`src/rtl/vwt_pkg.sv`:
```
// ----------------------------------------------------------------------------
// Vertex weld table package
// Shared sizes, request and status codes, and the types passed between the
// sequencer, the vertex store and the compare unit.
// ----------------------------------------------------------------------------
package vwt_pkg;

    // Table sizing.
    localparam int TABLE_DEPTH = 1024;
    localparam int ADDR_W      = $clog2(TABLE_DEPTH);
    localparam int CNT_W       = $clog2(TABLE_DEPTH + 1);

    // Field widths fixed by the interface.
    localparam int COORD_W = 32;
    localparam int TOL_W   = 31;
    localparam int INDEX_W = 10;
    localparam int REQ_W   = 2;
    localparam int STAT_W  = 2;

    // Tolerance after reset: 1e-5 in Q8.24, rounded to nearest.
    localparam logic [TOL_W-1:0] TOL_RESET = TOL_W'(168);

    // Request codes. The unused code behaves as find only.
    localparam logic [REQ_W-1:0] REQ_FIND_ADD  = 2'd0;
    localparam logic [REQ_W-1:0] REQ_FIND_ONLY = 2'd1;
    localparam logic [REQ_W-1:0] REQ_CLEAR     = 2'd2;

    // Status codes.
    localparam logic [STAT_W-1:0] ST_FOUND     = 2'd0;
    localparam logic [STAT_W-1:0] ST_ADDED     = 2'd1;
    localparam logic [STAT_W-1:0] ST_NOT_FOUND = 2'd2;
    localparam logic [STAT_W-1:0] ST_FULL      = 2'd3;

    // One stored position.
    typedef struct packed {
        logic signed [COORD_W-1:0] x;
        logic signed [COORD_W-1:0] y;
        logic signed [COORD_W-1:0] z;
    } vertex_t;

    // Access request from the sequencer to the vertex store.
    typedef struct packed {
        logic              we;
        logic [ADDR_W-1:0] waddr;
        vertex_t           wdata;
        logic              re;
        logic [ADDR_W-1:0] raddr;
    } store_req_t;

endpackage

```
`src/rtl/vwt_cmp.sv`:
```
// ----------------------------------------------------------------------------
// Vertex compare unit
// Checks one stored vertex against the request: every axis must differ by
// strictly less than the tolerance. Differences are exact at 33 bits.
// ----------------------------------------------------------------------------
module vwt_cmp
    import vwt_pkg::*;
(
    input  vertex_t          stored,
    input  vertex_t          probe,
    input  logic [TOL_W-1:0] tolerance,
    output logic             match
);

    logic signed [COORD_W:0] diff_x, diff_y, diff_z;
    logic        [COORD_W:0] abs_x, abs_y, abs_z;
    logic        [COORD_W:0] tol_ext;

    // Exact signed differences, one sign bit wider than the coordinates.
    assign diff_x = {stored.x[COORD_W-1], stored.x} - {probe.x[COORD_W-1], probe.x};
    assign diff_y = {stored.y[COORD_W-1], stored.y} - {probe.y[COORD_W-1], probe.y};
    assign diff_z = {stored.z[COORD_W-1], stored.z} - {probe.z[COORD_W-1], probe.z};

    // Magnitudes; they never exceed 2^32 - 1, so no overflow on negation.
    assign abs_x = diff_x[COORD_W] ? (COORD_W+1)'(-diff_x) : diff_x;
    assign abs_y = diff_y[COORD_W] ? (COORD_W+1)'(-diff_y) : diff_y;
    assign abs_z = diff_z[COORD_W] ? (COORD_W+1)'(-diff_z) : diff_z;

    assign tol_ext = (COORD_W+1)'(tolerance);

    // A zero tolerance never matches.
    assign match = (abs_x < tol_ext) && (abs_y < tol_ext) && (abs_z < tol_ext);

endmodule

```
`config.mk`:
```
export PLATFORM = sky130hd
export DESIGN_NAME = vwt_cmp
export DESIGN_NICKNAME = d
export VERILOG_FILES = /design/src/rtl/vwt_pkg.sv /design/src/rtl/vwt_cmp.sv
export SDC_FILE = /design/constraint.sdc
export NUM_CORES = 1
export LEC_CHECK = 0
export BUFFER_PORTS_ARGS = -buffer_cell sky130_fd_sc_hd__buf_4
export CAP_MARGIN = 20
export CORE_MARGIN = 4
export CORE_UTILIZATION = 45
export DETAILED_ROUTE_END_ITERATION = 10
export PLACE_DENSITY = 0.7
export SYNTH_ARGS = -nofsm -noshare
export SYNTH_HDL_FRONTEND = slang
export SYNTH_SLANG_ARGS = --single-unit
```
`constraint.sdc`:
```
create_clock -name vclk -period 6.7
set_input_delay 0.67 -clock vclk [all_inputs]
set_output_delay 0.67 -clock vclk [all_outputs]
set_load 0.03 [all_outputs]
```
=== After elaboration in Yosys (flattened, before gate mapping) ===
Index checks and enable logic that the tools add are counted.

* Add/subtract/negate cells: 6
* Magnitude comparators: 3
* Multiplexer cells: 3
* Reductions and logical operators: 2

{| class="wikitable"
|+ Operators with widths
! operator !! number
|-
| 33-bit by 31-bit less-than comparator with 1-bit output || 3
|-
| 33-bit 2-to-1 mux || 3
|-
| 33-bit negator || 3
|-
| 32-bit by 32-bit subtractor with 33-bit output || 3
|-
| 1-bit logical AND || 2
|}

* Flip-flop bits (word level): 0
* Bits of input ports: 223
* Output and inout port bits: 1
* Word-level logic and storage cells: 14

=== Longest topological paths before layout ===
* Word-level depth: 6
* Gate-level depth with buffers: 27

=== Least setup slack after synthesis ===
OpenSTA, ideal clock, no wires.

* Kind: input -> output
* From: input stored[32] in the netlist's numbering
* To: output match
* Arrival: 6.398 ns
* Required time: 6.030 ns
* Slack: -0.368 ns
* Stages on the path: 25
* Cell sequence: inv_1 > ha_1 > fa_1 > and2b_1 > o2111ai_2 > a21oi_1 > o21a_1 > o2111ai_1 > or4_1 > nor4_1 > nor2b_1 > a21oi_1 > xor2_1 > ha_1 > a21o_1 > a21o_1 > a21o_1 > a21o_1 > a211oi_1 > o311ai_0 > o211ai_1 > nand3b_1 > a211o_1 > a31o_2 > nor4_1

* Longest elaborated chain between the ends: 6

{| class="wikitable"
|+ Ends and longest elaborated chain
! item !! RTL line !! source
|-
| from (decl) || vwt_cmp.sv:9 || <nowiki>input vertex_t stored,</nowiki>
|-
| 32-bit by 32-bit subtractor with 33-bit output * || vwt_cmp.sv:21 || <nowiki>assign diff_y = {stored.y[COORD_W-1], stored.y} - {probe.y[COORD_W-1], probe.y};</nowiki>
|-
| 33-bit negator || vwt_cmp.sv:26 || <nowiki>assign abs_y = diff_y[COORD_W] ? (COORD_W+1)'(-diff_y) : diff_y;</nowiki>
|-
| 33-bit 2-to-1 mux * || vwt_cmp.sv:26 ||
|-
| 33-bit by 31-bit less-than comparator with 1-bit output * || vwt_cmp.sv:32 || <nowiki>assign match = (abs_x < tol_ext) && (abs_y < tol_ext) && (abs_z < tol_ext);</nowiki>
|-
| 1-bit logical AND * (2 in series) || vwt_cmp.sv:32 ||
|-
| to (decl) || vwt_cmp.sv:12 || <nowiki>output logic match</nowiki>
|}

Every way passes the cells marked *; elsewhere a longest branch is shown, timed or not.

=== Worst setup path after layout ===
* From: input probe[32] in the netlist's numbering
* To: output match

* Longest elaborated chain between the ends: 6

{| class="wikitable"
|+ Ends and longest elaborated chain
! item !! RTL line !! source
|-
| from (decl) || vwt_cmp.sv:10 || <nowiki>input vertex_t probe,</nowiki>
|-
| 32-bit by 32-bit subtractor with 33-bit output * || vwt_cmp.sv:21 ||
|-
| 33-bit negator || vwt_cmp.sv:26 ||
|-
| 33-bit 2-to-1 mux * || vwt_cmp.sv:26 ||
|-
| 33-bit by 31-bit less-than comparator with 1-bit output * || vwt_cmp.sv:32 ||
|-
| 1-bit logical AND * (2 in series) || vwt_cmp.sv:32 ||
|}

Marks and branches as above.

==> out/results.ini <==
[status]
status = complete, no violations

[yosys]
synthCells = 1547
syn_nets = 1962
ys_seq_area_share_pct = 0
yosys_warnings = 0
synthDistinctLibCells = 99
synth_area_um2 = 10600
synth_area_per_cell_um2 = 6.82

[sta]
drv_slew = 0
max_freq_ghz = 0.150
postLayoutSetupSlackWorst_ps = 35.2
tightest_slew_ps = 700
fin_crit_ps = 6660
rsz0062_at_grt = true
tns_ps = 0
setup_viol = 0
relSlewSlack_pct = 53.3
finalHoldViolCount = 0
period_share_pct = 99.5

[finish]
diodes = 0
regArea_um2 = 0
drive_above_1_share_pct = 21.8
fin_nets = 2214
sequential_cell_total = 0
area_growth_pct = 26.4
nClkBuffers = 0
finalCoreUtilization_pct = 58.4

[placed_design]
preCtsSetupSlack_ps = -210
gp_congestion = 0.928
dp_hpwl_um = 27800
io_buffers = 224

[min_path]
min_path_type = in2out
min_to = match
worstHoldStart = stored[63]
min_path_cells = 6

[critical_path]
critPathKind = in2out
cp_top_family = compound AO/OA/AOI/OAI gates
cp_num_buf_inv = 3
worstPathRequired_ps = 6030
slowest_stage = or4_4
worstPathArrival_ps = 5990
end_kind = output pin
critPathMaxFanout = 5
start_kind = primary input
max_stage_delay_ps = 460
crit_top_cell = a21o_1

[power_and_ir_drop]
ir_worst_vdd_mv = 0.0443
power.density_nw_per_um2 = 132
p_leak_uw = 0.00651

[drt]
vias = 12000
drt_iter0_markers = 548
routed_via_density = 5.66
wirelength_um = 32300
drc = 0
wl_per_cell_um = 15.3
ant_nets = 0
dr.pass1.iters = 5

[floorplan]
die_height_um = 161
ioPinCount = 224
chipWidth_um = 161
coreArea_um2 = 22800
dieArea_um2 = 26000
start_util_pct = 46.2
placementRows = 55

[global_route]
antenna_found_initial = 0
grt.total_usage_pct = 23.0
grt_max_degree = 14
grt_pass1_vias = 11100
grt_pass1_wl_um = 52300
grt_remaining_overflow = 0

[flow_run]
maxCapViolations = 0

## cells in the final DEF, fill, tap and decap left out, types with 10 or more instances in the layout
master     count
nor3_1        30
nor4_1        10
and3_1        12
xnor2_1       89
and2_1        13
nand2_1      134
nand4_1       27
ha_1         184
a21o_1        68
o21a_1        26
o211ai_1      27
o21ai_1       17
a31oi_1       12
o2111ai_1     10
a21oi_1      135
a211oi_1      15
or3_1         14
buf_4        292
nand2b_1      10
nand3_1       27
xor2_1        56
o21ai_0       86
nor2_1       118
inv_1        159
## worst min-delay path, cell delays in order
cell	delay [ps]
buf_4	80
ha_1	210
xor2_1	130
xnor2_1	260
nor4_4	50
buf_6	130
## cell type report
class	instances	area [um2]
multi-input combinational	1340	10100
fill	2224	9510
timing repair buffer	297	2260
inverter	160	601
tap	313	392
## cell families (layout without fill, tap and decap cells)
kind of cell / Yosys count / after routing / synth area share (%)
AOI/OAI and AO/OA: 521 / 521 / 33.5
xor gates and xnor gates: 148 / 148 / 12.3
adders and majority gates: 192 / 192 / 23.0
buffers and inverters: 207 / 457 / 7.54
muxes: 13 / 13 / 1.28
and+or+nand+nor: 466 / 466 / 22.5
## routing by layer
layer / vias up / part of all wire [%] / global-route usage (%)
li1: 6166 / - / -
met1: 5399 / 47 / 32.5
met2: 352 / 45 / 39.1
met3: 34 / 6.0 / 1.81
met4: 0 / 1.7 / 3.64
met5: - / 0 / 0
## worst max-delay path by stage
stage,cells past startpoint,end,from
6_report,27,match,probe[32]
3_3_place_gp,27,match,stored[32]
4_1_cts,26,match,stored[32]
5_1_grt,28,match,stored[32]
3_5_place_dp,27,match,stored[32]
2_1_floorplan,25,match,stored[32]
## Yosys cell counts, drive strengths merged (4+ instances only)
master,count,area [um2]
ha,189,2360
inv,160,601
a21oi,146,746
nand2,135,507
nor2,120,453
o21ai,105,529
xnor2,89,780
a21o,68,510
xor2,59,517
clkbuf,37,139
nor3,32,170
nand4,29,203
o211ai,28,215
o21a,28,219
nand3,27,135
a211oi,19,148
and2,16,103
nor4,16,115
or3,15,98.8
a31oi,13,81.3
o2111ai,13,120
and3,12,75.1
o31ai,12,95.1
a21boi,10,75.1
buf,10,56.3
nand2b,10,62.6
nor2b,10,65.1
a221oi,9,91.3
mux2i,9,90.1
o21bai,9,67.6
or4,8,63.8
and4,7,61.3
a2111oi,6,58.8
o41ai,6,67.6
a211o,5,43.8
nor3b,5,37.5
o211a,5,50.1
or2,5,31.3
a31o,4,35.0
mux2,4,45.0
nand3b,4,42.5
nand4b,4,35.0
nor4b,4,41.3
o2111a,4,45.0
o31a,4,35.0
## power by group
| group | internal (uW) | leakage (uW) | switching [uW] | total [uW] |
|---|---|---|---|---|
| clock network | 0 | 0 | 0 | 0 |
| registers | 0 | 0 | 0 | 0 |
| logic | 798 | 0.00651 | 966 | 1760 |
## timing repair
item	in CTS	in global routing
setup buffers	0	13
endpoints found under the hold margin	0	0
hold buffers	0	0
resized for setup	9	61
pin swaps	0	36
endpoints found under the setup margin	1	1
## through the flow
step	cell area, um2	cells	hold WS (ps)	power, uW
after floorplan	10600	1547	1920	1220
after global placement	12900	2097	2220	1640
after detailed placement	12900	2097	2230	1680
after CTS	13000	2097	2200	1690
after global routing	13300	2110	2270	1980
final	13300	2110	2190	1760
(Power assumes the default switching activity.)
