## src/rtl/vwt_pkg.sv

```systemverilog
// ----------------------------------------------------------------------------
// Vertex weld table package
// Shared sizes, request and status codes, and the types passed between the
// sequencer, the vertex store and the compare unit.
// ----------------------------------------------------------------------------
package vwt_pkg;

    // Table sizing.
    localparam int TABLE_DEPTH = 1024;
    localparam int ADDR_W      = $clog2(TABLE_DEPTH);
    localparam int CNT_W       = $clog2(TABLE_DEPTH + 1);

    // Field widths fixed by the interface.
    localparam int COORD_W = 32;
    localparam int TOL_W   = 31;
    localparam int INDEX_W = 10;
    localparam int REQ_W   = 2;
    localparam int STAT_W  = 2;

    // Tolerance after reset: 1e-5 in Q8.24, rounded to nearest.
    localparam logic [TOL_W-1:0] TOL_RESET = TOL_W'(168);

    // Request codes. The unused code behaves as find only.
    localparam logic [REQ_W-1:0] REQ_FIND_ADD  = 2'd0;
    localparam logic [REQ_W-1:0] REQ_FIND_ONLY = 2'd1;
    localparam logic [REQ_W-1:0] REQ_CLEAR     = 2'd2;

    // Status codes.
    localparam logic [STAT_W-1:0] ST_FOUND     = 2'd0;
    localparam logic [STAT_W-1:0] ST_ADDED     = 2'd1;
    localparam logic [STAT_W-1:0] ST_NOT_FOUND = 2'd2;
    localparam logic [STAT_W-1:0] ST_FULL      = 2'd3;

    // One stored position.
    typedef struct packed {
        logic signed [COORD_W-1:0] x;
        logic signed [COORD_W-1:0] y;
        logic signed [COORD_W-1:0] z;
    } vertex_t;

    // Access request from the sequencer to the vertex store.
    typedef struct packed {
        logic              we;
        logic [ADDR_W-1:0] waddr;
        vertex_t           wdata;
        logic              re;
        logic [ADDR_W-1:0] raddr;
    } store_req_t;

endpackage

```

## src/rtl/vwt_seq.sv

```systemverilog
// ----------------------------------------------------------------------------
// Vertex weld sequencer
// Walks the stored entries one per cycle through the compare unit, stops at
// the first match, and otherwise appends, reports not found or table full.
// ----------------------------------------------------------------------------
module vwt_seq
    import vwt_pkg::*;
(
    input  logic                clk,
    input  logic                rst_n,
    input  logic                start,
    input  logic [REQ_W-1:0]    req_type,
    input  vertex_t             req_pos,
    input  logic                match,
    output vertex_t             probe,
    output store_req_t          store_req,
    output logic                busy,
    output logic                done,
    output logic [INDEX_W-1:0]  vertex_index,
    output logic [STAT_W-1:0]   status
);

    typedef enum logic [0:0] {
        S_IDLE,
        S_SCAN
    } state_t;

    state_t             state_reg, state_next;
    logic [CNT_W-1:0]   count_reg, count_next;
    logic [CNT_W-1:0]   addr_reg, addr_next;
    logic [ADDR_W-1:0]  pidx_reg, pidx_next;
    logic               pend_reg, pend_next;
    logic [REQ_W-1:0]   req_reg, req_next;
    vertex_t            pos_reg, pos_next;
    logic               done_reg, done_next;
    logic [INDEX_W-1:0] index_reg, index_next;
    logic [STAT_W-1:0]  status_reg, status_next;
    logic               issue;

    // A read is issued while the walk has not reached the fill count.
    assign issue = (state_reg == S_SCAN) && (addr_reg < count_reg);

    // Next-state logic for the walk and the result beat.
    always_comb
    begin
        state_next  = state_reg;
        count_next  = count_reg;
        addr_next   = addr_reg;
        pidx_next   = addr_reg[ADDR_W-1:0];
        pend_next   = 1'b0;
        req_next    = req_reg;
        pos_next    = pos_reg;
        done_next   = 1'b0;
        index_next  = index_reg;
        status_next = status_reg;
        store_req   = '0;
        store_req.raddr = addr_reg[ADDR_W-1:0];
        store_req.waddr = count_reg[ADDR_W-1:0];
        store_req.wdata = pos_reg;

        case (state_reg)
            S_IDLE:
            begin
                if (start)
                begin
                    if (req_type == REQ_CLEAR)
                    begin
                        count_next  = '0;
                        done_next   = 1'b1;
                        index_next  = '0;
                        status_next = ST_ADDED;
                    end
                    else
                    begin
                        req_next   = req_type;
                        pos_next   = req_pos;
                        addr_next  = '0;
                        state_next = S_SCAN;
                    end
                end
            end

            S_SCAN:
            begin
                store_req.re = issue;
                pend_next    = issue;
                addr_next    = addr_reg + CNT_W'(1);
                if (pend_reg && match)
                begin
                    // First matching entry in insertion order.
                    state_next  = S_IDLE;
                    done_next   = 1'b1;
                    index_next  = INDEX_W'(pidx_reg);
                    status_next = ST_FOUND;
                end
                else if (!issue)
                begin
                    // Walk finished with no match.
                    state_next = S_IDLE;
                    done_next  = 1'b1;
                    index_next = '0;
                    if (req_reg != REQ_FIND_ADD)
                    begin
                        status_next = ST_NOT_FOUND;
                    end
                    else if (count_reg >= CNT_W'(TABLE_DEPTH))
                    begin
                        status_next = ST_FULL;
                    end
                    else
                    begin
                        store_req.we = 1'b1;
                        count_next   = count_reg + CNT_W'(1);
                        index_next   = INDEX_W'(count_reg[ADDR_W-1:0]);
                        status_next  = ST_ADDED;
                    end
                end
            end

            default:
            begin
                state_next = S_IDLE;
            end
        endcase
    end

    // State and registered outputs.
    always_ff @(posedge clk or negedge rst_n)
    begin
        if (!rst_n)
        begin
            state_reg <= S_IDLE;
            count_reg <= '0;
            pend_reg  <= 1'b0;
            done_reg  <= 1'b0;
        end
        else
        begin
            state_reg <= state_next;
            count_reg <= count_next;
            pend_reg  <= pend_next;
            done_reg  <= done_next;
        end
    end

    // Payload registers.
    always_ff @(posedge clk)
    begin
        addr_reg   <= addr_next;
        pidx_reg   <= pidx_next;
        req_reg    <= req_next;
        pos_reg    <= pos_next;
        index_reg  <= index_next;
        status_reg <= status_next;
    end

    assign probe        = pos_reg;
    assign busy         = (state_reg != S_IDLE);
    assign done         = done_reg;
    assign vertex_index = index_reg;
    assign status       = status_reg;

endmodule

```

## config.mk

```make
export PLATFORM = sky130hd
export DESIGN_NAME = vwt_seq
export DESIGN_NICKNAME = d
export VERILOG_FILES = /design/src/rtl/vwt_pkg.sv /design/src/rtl/vwt_seq.sv
export SDC_FILE = /design/constraint.sdc
export NUM_CORES = 1
export LEC_CHECK = 0
export ABC_AREA = 0
export CAP_MARGIN = 20
export CORE_AREA = 2 2 128 130
export DETAILED_ROUTE_END_ITERATION = 16
export DIE_AREA = 0 0 130 132
export DONT_BUFFER_PORTS = 1
export PLACE_DENSITY = 0.5
export SETUP_SLACK_MARGIN = 0.2
export SYNTH_ARGS = -nofsm -noshare
export SYNTH_HDL_FRONTEND = slang
export SYNTH_SLANG_ARGS = --single-unit
```

## constraint.sdc

```tcl
create_clock -name clk -period 10.8 [get_ports clk]
set_input_delay 1.08 -clock clk [delete_from_list [all_inputs] [get_ports clk]]
set_output_delay 1.08 -clock clk [all_outputs]
set_load 0.1 [all_outputs]
```

; Word level (Yosys, flattened, before mapping)
; Index checks and enable logic that the tools add are counted.
[classes]
div = 0
reduce_logical = 7
magnitude_cmp = 2
multipliers = 0
n_bitwise = 2
muxes = 40
n_eq_ne = 9
addsub = 2
n_shift = 0
[op_table]
columns = cell, count
row1 = $mux 11, 8
row2 = $mux 10, 6
row3 = $pmux 11 s2, 2
row4 = $add 11x1->11 const B, 2
row5 = $pmux 10 s2, 1
row6 = $mux 1, 14
row7 = $ne 2x2->1 const B, 7
row8 = $mux 2, 6
row9 = $ge 11x11->1 const B, 1
row10 = $lt 11x11->1, 1
row11 = $reduce_and 3->1, 2
row12 = $reduce_and 6->1, 1
row13 = $pmux 1 s2, 2
row14 = $pmux 2 s2, 1
row15 = $ne 3x2->1 const B, 1
row16 = $eq 2x2->1 const B, 1
row17 = $logic_and 1x1->1, 2
row18 = $not 1->1, 2
row19 = $reduce_and 2->1, 1
row20 = $reduce_bool 2->1, 1
[totals]
rom_bits = 0
in_bits = 102
wordCells = 74
ramBits = 0
mem_count = 0
reg_bits = 145
out_inout_bits = 228
latchBits = 0

; Depth between registers and ports, before layout
[depth]
ltp_word = 6
ltp_mapped = 8
ltp_nobuf = 8

; Least setup slack after synthesis
; No wires, ideal clock.
[synth_timing]
kind = in2reg
start = input req_type[1]
end = register pos_reg, in the netlist probe[0] (enable)
arrival_ns = 5.332
stages = 3
setup_time_ns = 0.556
n_path_buf = 0
required_time_ns = 10.244
slack_ns = 4.912
path_cell_list = inv_1 -> o21ai_0 -> nor2_1
[synth_via]
elab_chain_len = 3
[synth_rtl]
columns = element, line
row1 = from (decl), vwt_seq.sv:12  ; input logic [REQ_W-1:0] req_type,
row2 = $eq 2x2->1, vwt_seq.sv:66  ; if (req_type == REQ_CLEAR)
row3 = $not 1->1 (no source line), n/a
row4 = $reduce_and 3->1 (no source line), n/a
row5 = to (signal assigned), vwt_seq.sv:152  ; pos_reg <= pos_next;
row6 = to (decl), vwt_seq.sv:34  ; vertex_t pos_reg, pos_next;
; Every way passes these cells.
; A chain may end at the register's enable or synchronous reset.

==> results.md <==
- Of all nets on the critical path, the largest fanout is 8.
- In this run the deepest clock path goes through 2 buffers.
- The die outline area is 17,160 µm².
- Following the worst setup path forward leads to its endpoint at store_req[10].
- The routed via count divided by cell count is 4.970.
- After global routing the overflow that remains totals 0.
- For the worst setup path, the data required time is 9.72 ns.
- TritonCTS built the clock tree.
- In the final layout, the multi-input gates occupy 983.4 µm².
- The via count of the first global-routing pass is 3,360.
- Summing the areas of all xor and xnor instances in the mapped netlist gives 0.7179% of the synthesized area.
- The first global-routing pass estimated 24.38 mm of wire.
- In the synthesized netlist, the number of instances is 431.
- The overall fraction of global-route tracks in use is 20.28%.
- The detailed router's first-iteration violation count is 225.
- The number of nets with antenna violations after detailed routing is 0.
- The number of register bits inferred by synthesis is 145.
- The clock latency on the worst-skew pair is 0.42 ns.
- The count of final hold-check violations is 0.
- The analysis attributes to cell leakage a power of 3.364 nW.
- The cell area that synthesis handed to floorplanning was 6100 µm².
- The worst reg2reg path depth is 8.
- The number of setup violations in the final report is 0.
- Yosys mapped a number of flops with a built-in enable equal to 121.
- The number of buffers added for setup after CTS is 0.
- The synthesized netlist devotes 2.667% of its cell area to adder and majority cells.
- The power density over the cells is 348.3 nW/µm².
- The final critical path takes up 43.03% of the cycle.
- The final-layout setup total negative slack is 0 ns.
- The endpoint arrival time on the critical path is 3.57 ns.
- The post-layout net count is 553.
- The area share of the largest cell type after synthesis is 59.57%.
- The total clock buffers created by CTS is 17.
- The count of buffers added on input and output ports is 0.
- For this run, asynchronously set or reset flops after synthesis account for 9.655%.
- The sequential cells in the finished layout cover a total of 4184 µm².
- The kind of start point of the critical path is a register.
- Summing over every cut layer, the via total after detailed routing is 3,320.
- The number of antenna violations at the first check in global routing is 2.
- Final hold analysis gives a worst-case slack of 0.3421 ns.
- The number of pins exceeding their max-slew limit in the final report is 0.
- The number of detailed-route iterations in the first pass is 4.
- At the pin with the least slew margin, the transition time is 1.160 ns.
- The mux cell area share after synthesis is 0.1846%.
- In the final layout, the share of cells above drive strength 1 is 33.92%.
- In this run the tightest slew margin relative to its limit is 22.81%.
- The most critical setup path has its startpoint at count_reg[2].
- The worst clock skew is 0.008204 ns.
- The HPWL after detailed placement is 13.72 mm.
- Sorting the synthesized cells by how often they occur yields 121 x edfxtp_1, 117 x buf_4, 28 x nand2_1, 18 x o21ai_0.
- The cell type with the highest aggregate area in the netlist is edfxtp_1.
- The area overhead of the layout relative to synthesis is 44.16%.
- The final critical delay including setup and external delays is 4.647 ns.
- For flop-to-flop paths, the worst setup slack is 7.30 ns.
- For this configuration, the core starts out at a cell density of 38.82%.
- By area the synthesized netlist is led by edfxtp_1 60%, buf_4 14%, dfrtp_1 5.7%, dfxtp_1 3.3%, ha_1 2.7%.
- Gates resized during post-CTS repair numbered 0.
- A synthesized cell averages 14.15 µm².
- In this run the count of I/O pins placed on the die edge is 330.
- The largest voltage drop on the vdd net is 0.1866 mV.
- The area share of and/or/nand/nor cells after synthesis is 6.790%.
- The destination of the worst register-to-register timing path is count_reg[5].
- The layout has 1,181 filler cells.
- Summing the areas of all compound-gate instances in the mapped netlist gives 5.600% of the synthesized area.
- By area, the combinational part of the netlist is dominated by buffers and inverters.
- In this run the vertical extent of the chip is 132 µm.
- The maximum number of pins on one net before global-route repair is 49.
- Setup repair after global routing left no endpoint under its margin.
- At the end of routability-driven placement, the weighted congestion stood at 0.8296.
- The final routed DRC violation total is 0.
- During synthesis, Yosys emitted a total of 0 warnings.
- The final routed wirelength across all metal layers is 17.44 mm.
- The register with the most flip-flops in the layout has 96 of them.
- The run finished with clean final reports.
- Sequential elements use 68.59% of the synthesized area.
- The H-tree was split into 4 levels.
- The root buffer cell chosen for the clock tree is clkbuf_16.
- The count of hold buffers inserted by post-cts repair is 0.
- The category of the critical setup timing path is register to output port.
- The register clock-pin slew on the reported worst setup and hold paths is 0.06 ns.
- The detail-routed net length per standard cell is 26.10 µm.
- Max-cap violations in this run came to 0.
- STA classifies the critical path endpoint as an output port.
- The beginning of the worst register-to-register path is count_reg[8].
- The most common cell in the synthesized netlist is edfxtp_1.
- The path type of the worst min-delay path is input pin to async pin.
- After synthesis, the netlist uses 47 different library cells.
- The floorplan step defined a core boundary enclosing 15,710 µm².
- Row generation in the floorplan step produced 46 rows.
- Synthesis produced a netlist with a net count of 546.
- The clock drives 145 sinks.
- The horizontal extent of the die is 130 µm.
- Derived from the worst setup path, the maximum achievable clock frequency is 0.2152 GHz.
- The prevailing post-synth register cell is edfxtp_1.
## metal layers
| metal | vias up | wire, µm | GRT usage [%] |
|---|---|---|---|
| li1 | 1462 | - | - |
| met1 | 1645 | 5850 | 20.79 |
| met2 | 187 | 9571 | 36.04 |
| met3 | 24 | 1640 | 8.807 |
| met4 | 2 | 361 | 7.766 |
| met5 | - | 11 | 0 |
## power by group
| part | switching (mW) | leakage, nW | internal (mW) | total, mW |
|---|---|---|---|---|
| Combinational | 0.702 | 1.69 | 0.331 | 1.03 |
| Clock | 0.231 | 0.266 | 0.337 | 0.568 |
| Sequential | 0.697 | 1.41 | 0.765 | 1.46 |
| Total | 1.63 | 3.36 | 1.43 | 3.06 |
## stage by stage
stage	cells	utilization (%)	total power, mW	worst slack [ns]	area (µm²)
final	668	55.96	3.062	6.153	8793
after global routing	668	55.96	3.160	6.003	8793
after CTS	667	55.95	3.086	6.146	8791
after detailed placement	635	52.33	2.512	6.623	8223
after global placement	635	52.33	2.501	6.676	8223
after floorplan	431	-	2.177	4.912	6100
## worst min path at each step
| stage | end | cells past startpoint | from | slack, ns |
|---|---|---|---|---|
| floorplan | pidx_reg[5] | 0 | addr_reg[5] | 0.42 |
| global placement | vertex_index[0] | 2 | pidx_reg[0] | 0.52 |
| detailed placement | vertex_index[1] | 2 | pidx_reg[1] | 0.49 |
| CTS | pend_reg | 0 | rst_n | 0.32 |
| global route | busy | 0 | rst_n | 0.32 |
| finish | count_reg[1] | 0 | rst_n | 0.34 |
## kinds of logic (layout without fill, tap and decap cells)
kind of cell / Yosys count / in the layout
adders and majority gates: 13 / 13
AOI/OAI and AO/OA: 51 / 51
and+or+nand+nor: 82 / 82
other: 0 / 1
buffers and inverters: 134 / 154
xor gates and xnor gates: 5 / 5
DFF: 145 / 145
muxes: 1 / 1
## critical path, cell delays in order, from the launching register on
cell	delay, ns
dfrtp_1	1.02
inv_1	0.25
ha_1	0.37
a21oi_1	0.17
o21ai_2	0.09
a21oi_4	0.19
nand2_2	0.17
nor2_2	0.86
## cells in the final DEF, fill, tap and decap left out, drive strengths merged, types with 2 or more instances in the layout
master	instances
a22o	2
bufinv	2
nor3	5
edfxtp	121
buf	108
clkbuf	17
nor2	13
clkinv	6
clkinvlp	5
a21oi	12
o211ai	4
a31o	2
xor2	4
inv	16
ha	13
o21ai	21
o31ai	2
nand4	6
and2	3
nand2	29
and3	6
or3	5
dfxtp	10
dfrtp	14
nand3	11
## layout make-up
type / instances / area share, %
clock inverters: 15 / 1.622
repair buffers: 108 / 31.08
multi-input cells: 152 / 11.18
diodes: 1 / 0.02846
clock buffers: 17 / 4.838
flip-flops and latches: 145 / 47.58
inverters: 14 / 0.5976
well taps: 216 / 3.073
Note: power is estimated with default switching activity, not from simulation.
